--- config.mk ---
export PLATFORM = sky130hd
export DESIGN_NAME = bmm_decode
export DESIGN_NICKNAME = d
export VERILOG_FILES = /design/src/design/bmm_pkg.sv /design/src/design/bmm_decode.sv
export SDC_FILE = /design/constraint.sdc
export NUM_CORES = 1
export LEC_CHECK = 0
export ABC_AREA = 1
export BUFFER_PORTS_ARGS = -buffer_cell sky130_fd_sc_hd__clkbuf_2
export CAP_MARGIN = 10
export CELL_PAD_IN_SITES_DETAIL_PLACEMENT = 0
export CELL_PAD_IN_SITES_GLOBAL_PLACEMENT = 1
export CORE_MARGIN = 3
export CORE_UTILIZATION = 35
export CTS_CLUSTER_DIAMETER = 30
export DETAILED_ROUTE_END_ITERATION = 6
export PLACE_DENSITY = 0.89
export SLEW_MARGIN = 10
export SYNTH_ARGS = -nofsm -noshare
export SYNTH_HDL_FRONTEND = slang
export SYNTH_SLANG_ARGS = --single-unit
--- constraint.sdc ---
create_clock -name clk -period 2 [get_ports clk]
set_input_delay 0.1 -clock clk [delete_from_list [all_inputs] [get_ports clk]]
set_output_delay 0.1 -clock clk [all_outputs]
set_load 0.05 [all_outputs]
--- src/design/bmm_pkg.sv ---
// Shared constants, codes and request type for the banked ROM/RAM mapper.
`default_nettype none

package bmm_pkg;

    localparam int ROM_BYTES_C = 131072;
    localparam int RAM_BYTES_C = 32768;

    localparam int BUS_AW       = 13;
    localparam int ROM_PAGE_W   = 7;
    localparam int ROM_OFFSET_W = 10;
    localparam int RAM_PAGE_W   = 6;
    localparam int RAM_OFFSET_W = 9;

    localparam logic [1:0] MODE_READ  = 2'd0;
    localparam logic [1:0] MODE_WRITE = 2'd1;
    localparam logic [1:0] MODE_LOAD  = 2'd2;

    localparam logic [BUS_AW-1:0] LOCK_ADDR_A  = 13'h1FFC;
    localparam logic [BUS_AW-1:0] LOCK_ADDR_B  = 13'h1FFD;
    localparam logic [BUS_AW-1:0] UNLOCK_LO    = 13'h1000;
    localparam logic [BUS_AW-1:0] UNLOCK_HI    = 13'h1BFF;
    localparam logic [BUS_AW-1:0] BANK_REG_LO  = 13'h003C;
    localparam logic [BUS_AW-1:0] BANK_REG_HI  = 13'h003F;
    localparam logic [7:0]        LOCKED_BLOCK = 8'hFF;
    localparam logic [1:0]        SLOT_LAST    = 2'd3;

    typedef enum logic [1:0] {
        SRC_ZERO = 2'd0,
        SRC_RAM  = 2'd1,
        SRC_ROM  = 2'd2
    } src_t;

    typedef struct packed {
        logic ram_we;
        logic ram_re;
        logic rom_we;
        logic rom_re;
        src_t src;
    } bmm_req_t;

endpackage

`default_nettype wire

--- src/design/bmm_decode.sv ---
// Slot block registers, slot 3 lock and access decode for the mapper.
`default_nettype none

module bmm_decode
    import bmm_pkg::*;
#(
    parameter int ROM_BYTES = ROM_BYTES_C,
    parameter int RAM_BYTES = RAM_BYTES_C
) (
    input  wire logic                         clk,
    input  wire logic                         rst_n,
    input  wire logic                         accept,
    input  wire logic [1:0]                   mode,
    input  wire logic [15:0]                  address,
    input  wire logic [7:0]                   data,
    input  wire logic [16:0]                  load_offset,
    output bmm_req_t                          req,
    output logic      [$clog2(RAM_BYTES)-1:0] ram_addr,
    output logic      [7:0]                   ram_wdata,
    output logic      [$clog2(ROM_BYTES)-1:0] rom_addr
);

    localparam int RAM_AW = $clog2(RAM_BYTES);
    localparam int ROM_AW = $clog2(ROM_BYTES);

    logic [7:0]        slot_block_reg [4];
    logic [7:0]        slot_block_next [4];
    logic              lock_reg;
    logic              lock_next;
    logic [BUS_AW-1:0] a;
    logic [1:0]        slot;
    logic [7:0]        blk;
    logic              is_bus;
    logic              is_bank;
    logic [ROM_PAGE_W+ROM_OFFSET_W-1:0] rom_idx;
    logic [RAM_PAGE_W+RAM_OFFSET_W-1:0] ram_idx;

    assign a      = address[BUS_AW-1:0];
    assign slot   = a[11:10];
    assign is_bus = (mode == MODE_READ) || (mode == MODE_WRITE);

    always_comb
    begin
        lock_next = lock_reg;
        if ((a == LOCK_ADDR_A) || (a == LOCK_ADDR_B))
        begin
            lock_next = 1'b1;
        end
        else if (lock_reg && (a inside {[UNLOCK_LO:UNLOCK_HI]}))
        begin
            lock_next = 1'b0;
        end
    end

    assign is_bank = a inside {[BANK_REG_LO:BANK_REG_HI]};
    assign blk     = (lock_next && (slot == SLOT_LAST)) ? LOCKED_BLOCK : slot_block_reg[slot];
    assign rom_idx = {blk[ROM_PAGE_W-1:0], a[ROM_OFFSET_W-1:0]};
    assign ram_idx = {blk[RAM_PAGE_W-1:0], a[RAM_OFFSET_W-1:0]};

    always_comb
    begin
        req        = '0;
        req.src    = SRC_ZERO;
        case (mode)
            MODE_READ:
            begin
                if (a[12])
                begin
                    if (blk[7])
                    begin
                        req.rom_re = 1'b1;
                        req.src    = SRC_ROM;
                    end
                    else if (a[9])
                    begin
                        req.ram_re = 1'b1;
                        req.src    = SRC_RAM;
                    end
                    else
                    begin
                        req.ram_we = 1'b1;
                    end
                end
            end
            MODE_WRITE:
            begin
                req.ram_we = !is_bank && a[12] && !blk[7] && !a[9];
            end
            MODE_LOAD:
            begin
                req.rom_we = 1'b1;
            end
            default:
            begin
                req.src = SRC_ZERO;
            end
        endcase
    end

    assign ram_wdata = (mode == MODE_WRITE) ? data : 8'h00;
    assign ram_addr  = ram_idx[RAM_AW-1:0];
    assign rom_addr  = (mode == MODE_LOAD) ? load_offset[ROM_AW-1:0] : rom_idx[ROM_AW-1:0];

    always_comb
    begin
        for (int i = 0; i < 4; i++)
        begin
            slot_block_next[i] = slot_block_reg[i];
        end
        if (accept && (mode == MODE_WRITE) && is_bank)
        begin
            slot_block_next[a[1:0]] = data;
        end
    end

    always_ff @(posedge clk or negedge rst_n)
    begin
        if (!rst_n)
        begin
            lock_reg <= 1'b0;
            for (int i = 0; i < 4; i++)
            begin
                slot_block_reg[i] <= 8'h00;
            end
        end
        else
        begin
            if (accept && is_bus)
            begin
                lock_reg <= lock_next;
            end
            for (int i = 0; i < 4; i++)
            begin
                slot_block_reg[i] <= slot_block_next[i];
            end
        end
    end

endmodule

`default_nettype wire

==> run metrics, run 1 <==
setup TNS 0 ns; Mapped Avg Cell Area 6.67 um2; Final Hold Violating Endpoints 0; post-CTS resize count 0; CTS clk-pin slew, worst paths 0.07 ns; dpl ws 0.400 ns; synth unique cells 21; Slew @ Worst Pin 0.806 ns; RSZ-0062 raised after global routing false; Worst Hold Path EP slot_block_reg[29]; layout cells sized above 1 28.6%; Cells after Synth 334; root buf cell clkbuf_8; placed insts 478; #FFs+latches synth 33; Synth top area share 37.1%; hold path start data[5]; CP max FO 2; Die Area 7360 um2; crit path time final 1.68 ns; Top Metal Used met4; WL met2 2940 um; n_diodes 0; GR Util All Layers 18.3%; num ports 92; core area 6030 um2; P_int 0.00107 W; max cap viols 0; slack of the worst reg-to-reg path 1.30 ns; area grow syn2layout 23.3%; Mapped Area 2230 um2; Num CTS Buffers 5; first-pass GRT wire length 10700 um; Yosys top cell by area dfrtp_1; Hold Crit Class in2reg; Non-Filler Instances 487; 1st-iter DRT viols 98; FF-to-FF path depth 2; hpwl dp 5000 um; CTS Sinks 33; met3 routed WL 569 um; Max transition margin 46.3%; switching share of total power 33.6%; Slew Limit Fails 0; # port buffers 88; Crit Path Class reg2out; max frequency 595 MHz; Setup crit start kind flop; Pwr per Cell Area 584 nW/um2; clk buf depth 2; maximum VDD drop 422 uV; crit path DAT 1.58 ns; final-stage net count 457; Clock Power Share 34.6%; initial antenna violation count 0; via count 2369; R2R Path End lock_reg; CTS tree done; Die Y 85.8 um; Initial Utilization 37.0%; vias in the first global route 2173; worst-skew pair later-pin latency 0.29 ns; synth warn 0; total gr overflow 0; Comb power frac 23.8%; hold path cells 3; WL final 6510 um; Final ANT Viol Nets 0; DRC 0; synth top area cells dfrtp_1, nand2_1, nand4_1; final worst slack 0.318 ns; Fill cells 645; Reg2Reg Launch Point lock_reg; vias per cell 4.86; sequential power share 41.6%; Die W 85.8 um; Power, Total 0.00160 W; WP data required 1.90 ns; row count 28; Leakage 1.67 nW; Placement Cell Area 2640 um2; drt first pass iters 4; final setup violation count 0; largest net degree at the start of global routing 34; final instance area 2750 um2; Net Switching 0.000539 W; register area share after synthesis 37.1%; Routability Congestion 0.778; Clock Skews 0 ns; number of flip-flops in the largest register 32; M1 wire length 2940 um; status complete, no violations; Net Count, Synth 380; CP endpoint kind primary output; Avg WL per Cell 13.4 um; H-tree depth 2; fin crit share 84.1%
-- layer usage --
layer	up-vias	track usage [%]
met5	-	0
met2	101	30.6
met3	6	3.75
met1	1045	24.4
met4	0	3.88
li1	1217	-
-- cells in the mapped netlist, drive strengths merged --
master    n
nand2   162
dfrtp    33
nand3     5
a21oi    10
buf      23
o21ai     8
nor2     29
inv      23
clkinv    2
clkbuf    3
nand4    36
-- critical path, stage by stage, from the launching register on --
cell	delay, ns
dfrtp_1	0.39
nand2_1	0.07
a21oi_1	0.06
nor2_1	0.17
nand2_1	0.10
nor2_1	0.19
clkbuf_2	0.32
-- metrics by stage --
stage / util, % / hold WS [ns]
after detailed placement: 43.8 / 0.231
after global routing: 45.6 / 0.133
final: 45.6 / 0.118
after CTS: 45.6 / 0.117
after global placement: 43.8 / 0.223
after floorplan: - / -0.196
-- how the worst max path moves through the flow --
| stage | from | end | slack (ns) | cells after the start |
|---|---|---|---|---|
| final | slot_block_reg[31] | req[0] | 0.32 | 6 |
| after global routing | slot_block_reg[31] | req[4] | 0.24 | 6 |
| after CTS | slot_block_reg[31] | req[0] | 0.29 | 6 |
| after detailed placement | address[4] | req[2] | 0.40 | 8 |
| after global placement | address[4] | req[1] | 0.44 | 8 |
| after floorplan | address[1] | req[2] | 0.05 | 9 |
-- power by group through the flow --
| stage | logic (W) | clock network, W | registers (W) |
|---|---|---|---|
| finish | 0.000381 | 0.000555 | 0.000668 |
| global route | 0.000413 | 0.000590 | 0.000667 |
| CTS | 0.000384 | 0.000561 | 0.000668 |
| detailed placement | 0.000382 | 0 | 0.000681 |
| global placement | 0.000380 | 0 | 0.000681 |
| floorplan | 0.000261 | 0 | 0.000681 |
-- cell type report --
class | instances | area (um2) | share of cell area, %
clock buffers | 7 | 96.3 | 3.51
multi-input cells | 250 | 1120 | 40.9
repair buffers | 96 | 503 | 18.3
flip-flops and latches | 33 | 826 | 30.1
well taps | 75 | 93.8 | 3.42
clock inverters | 1 | 5.00 | 0.182
inverters | 25 | 98.8 | 3.60
-- repair_timing --
action                                 4_1_cts  5_1_grt
endpoints found under the hold margin       33        0
setup buffers                                0        0
hold buffers                                 1        0
-- layout by cell type, fill, tap and decap left out, types with 2 or more instances in the layout --
cell      count
nor2_4        3
nand4_2       4
dfrtp_1      33
nor2_1       25
inv_2         2
nand4_1      32
a21oi_1      10
clkbuf_2     88
nand2_2       2
o21ai_0       8
buf_4         7
inv_1        21
clkbuf_8      7
nand2_1     159
nand3_1       4
-- logic make-up (layout without fill, tap and decap cells) --
| kind of cell | count (synthesis) | after routing | share of synthesized area, % |
|---|---|---|---|
| and+or+nand+nor | 232 | 232 | 46.4 |
| buffers and inverters | 51 | 129 | 12.5 |
| AOI/OAI and AO/OA | 18 | 18 | 4.04 |
| DFF | 33 | 33 | 37.1 |
No activity file was read; power rests on OpenSTA's default activity.
==> run 2: changes to the inputs <==
--- a/config.mk
+++ b/config.mk
@@ -11,10 +11,10 @@
 export CELL_PAD_IN_SITES_DETAIL_PLACEMENT = 0
 export CELL_PAD_IN_SITES_GLOBAL_PLACEMENT = 1
 export CORE_MARGIN = 3
-export CORE_UTILIZATION = 35
+export CORE_UTILIZATION = 33
 export CTS_CLUSTER_DIAMETER = 30
 export DETAILED_ROUTE_END_ITERATION = 6
-export PLACE_DENSITY = 0.89
+export PLACE_DENSITY = 0.85
 export SLEW_MARGIN = 10
 export SYNTH_ARGS = -nofsm -noshare
 export SYNTH_HDL_FRONTEND = slang
==> constraint.sdc (replaced) <==
create_clock -name clk -period 1.7 [get_ports clk]
set_input_delay 0.085 -clock clk [delete_from_list [all_inputs] [get_ports clk]]
set_output_delay 0.085 -clock clk [all_outputs]
set_load 0.05 [all_outputs]
==> run metrics, run 2 (synthesized netlist as in run 1, its figures left out) <==
status complete, no violations (unchanged); core area 6460 um2 (was 6030 um2); via count 2409 (was 2369); commonest non-fill, non-tap cell in the layout nand2_1 (unchanged); Pwr per Cell Area 633 nW/um2 (was 584 nW/um2); R2R Path End lock_reg (unchanged); CP max FO 2 (unchanged); Setup crit start kind flop (unchanged); Routability Congestion 0.815 (was 0.778); vias per cell 4.89 (was 4.86); first-pass GRT wire length 10700 um (about the same); hold path cells 3 (unchanged); hold path start data[4] (was data[5]); Die Area 7770 um2 (was 7360 um2); vias in the first global route 2255 (was 2173); Slew Limit Fails 0 (unchanged); hold_ws 0.108 ns (was 0.118 ns); CTS Sinks 33 (unchanged); area of the multi-input gates 1130 um2 (was 1120 um2); Crit Path Class reg2out (unchanged); Clock Skews 0 ns (unchanged); total gr overflow 0 (unchanged); 1st-iter DRT viols 137 (was 98); maximum VDD drop 283 uV (was 422 uV); # port buffers 88 (unchanged); clk buf depth 2 (unchanged); initial antenna violation count 0 (unchanged); FF-to-FF path depth 2 (unchanged); most frequent CP cell nand2_1; area grow syn2layout 29.6% (was 23.3%); H-tree depth 2 (unchanged); DRC 0 (unchanged); n_diodes 0 (unchanged); fin crit share 95.7%; crit path time final 1.63 ns; crit path DAT 1.54 ns (was 1.58 ns); final worst slack 0.0725 ns (was 0.318 ns); largest net degree at the start of global routing 33 (was 34); Worst Hold Path EP slot_block_reg[28] (was slot_block_reg[29]); WL final 6750 um (was 6510 um); CP endpoint kind primary output (unchanged); Die Y 88.2 um (was 85.8 um); layout cells sized above 1 30.0% (was 28.6%); Slew @ Worst Pin 0.388 ns (was 0.806 ns); Max transition margin 74.1% (was 46.3%); Num CTS Buffers 5 (unchanged); FF+latch area 826 um2 (unchanged); hpwl dp 5090 um (was 5000 um); drt first pass iters 4 (unchanged); dpl ws 0.198 ns (was 0.400 ns); final-stage net count 461 (was 457); final setup violation count 0 (unchanged); Final ANT Viol Nets 0 (unchanged); max cap viols 0 (unchanged); CTS tree done (unchanged); WP data required 1.62 ns (was 1.90 ns); Leakage 1.70 nW (was 1.67 nW); num ports 92 (unchanged); GR Util All Layers 17.8% (was 18.3%); Slowest-stage cell, CP dfrtp_1 (unchanged); met3 usage 3.29% (was 3.75%); CTS clk-pin slew, worst paths 0.07 ns (about the same); Initial Utilization 34.5% (was 37.0%); row count 29 (was 28); Core Util, Final 44.7% (was 45.6%); Reg2Reg Launch Point lock_reg (unchanged); slack of the worst reg-to-reg path 0.97 ns (was 1.30 ns); Final Hold Violating Endpoints 0 (unchanged); met1 Track Usage GR 23.0% (was 24.4%); max frequency 614 MHz; Fill cells 697 (was 645); number of flip-flops in the largest register 32 (unchanged); CP max stage delay 0.35 ns (was 0.39 ns); grt met2 use 30.0% (was 30.6%); Die W 88.2 um (was 85.8 um); gr busiest metal met2 (unchanged); Critical Path, Cell by Cell nand2_1 > a21oi_1 > nor2_1 > nand2_1 > nand2_1 > nand2_1 > buf_2 (was nand2_1 > a21oi_1 > nor2_1 > nand2_1 > nor2_1 > clkbuf_2); most frequent cells in the layout nand2_1, clkbuf_2, dfrtp_1 (unchanged); Avg WL per Cell 13.7 um (was 13.4 um); post-CTS setup buffer count 0 (unchanged); Hold Crit Class in2reg (unchanged); root buf cell clkbuf_8 (unchanged); worst-skew pair later-pin latency 0.29 ns (about the same); RSZ-0062 raised after global routing true (was false)
[run 2: repair_timing]
item | 4_1_cts | 5_1_grt
hold endpoints to repair | 13 | 0
hold buffers | 1 | 0
gates resized for setup | 0 | 12
setup endpoints to repair | 0 | 7
[run 2: area by class of cell]
cell class	instances	area share, %
Multi-Input combinational cell	250	39.3
Sequential cell	33	28.6
Timing Repair Buffer	100	22.4
Inverter	25	3.42
Tap cell	77	3.34
Clock buffer	5	2.38
Clock inverter	3	0.607
[run 2: worst max-delay path by stage]
| stage | from | slack (ns) | to |
|---|---|---|---|
| 2_1_floorplan | mode[0] | 0.04 | rom_addr[6] |
| 3_3_place_gp | address[10] | 0.20 | rom_addr[13] |
| 3_5_place_dp | address[10] | 0.20 | rom_addr[14] |
| 4_1_cts | slot_block_reg[19] | 0.05 | rom_addr[13] |
| 5_1_grt | slot_block_reg[15] | -0.02 | req[4] |
| 6_report | slot_block_reg[20] | 0.07 | rom_addr[14] |
[run 2: power breakdown]
part	internal (W)	switching, W
Combinational	0.000113	0.000352
Sequential	0.000785	0.000000272
Clock	0.000282	0.000295
[run 2: through the flow]
step,power (W),cells,instance area [um2],TNS (ns)
floorplan,0.00111,334,2230,0
global route,0.00191,493,2890,-0.0318
finish,0.00183,493,2890,0
global placement,0.00126,484,2780,0
CTS,0.00184,493,2870,0
detailed placement,0.00126,484,2780,0
[run 2: critical path: cells and delay by family (launching register included)]
family | cells | cell delay [ns]
AO/OA/AOI/OAI | 1 | 0.24
buffers and inverters | 1 | 0.26
flip-flops | 1 | 0.35
AND/OR/NAND/NOR | 5 | 0.41
[run 2: metal layers]
layer,share of wire [%],vias to the layer above,routed length (um)
li1,-,1217,-
met1,45,1058,3050
met2,44,125,2940
met3,9.5,9,644
met4,1.7,0,113
met5,0,-,0
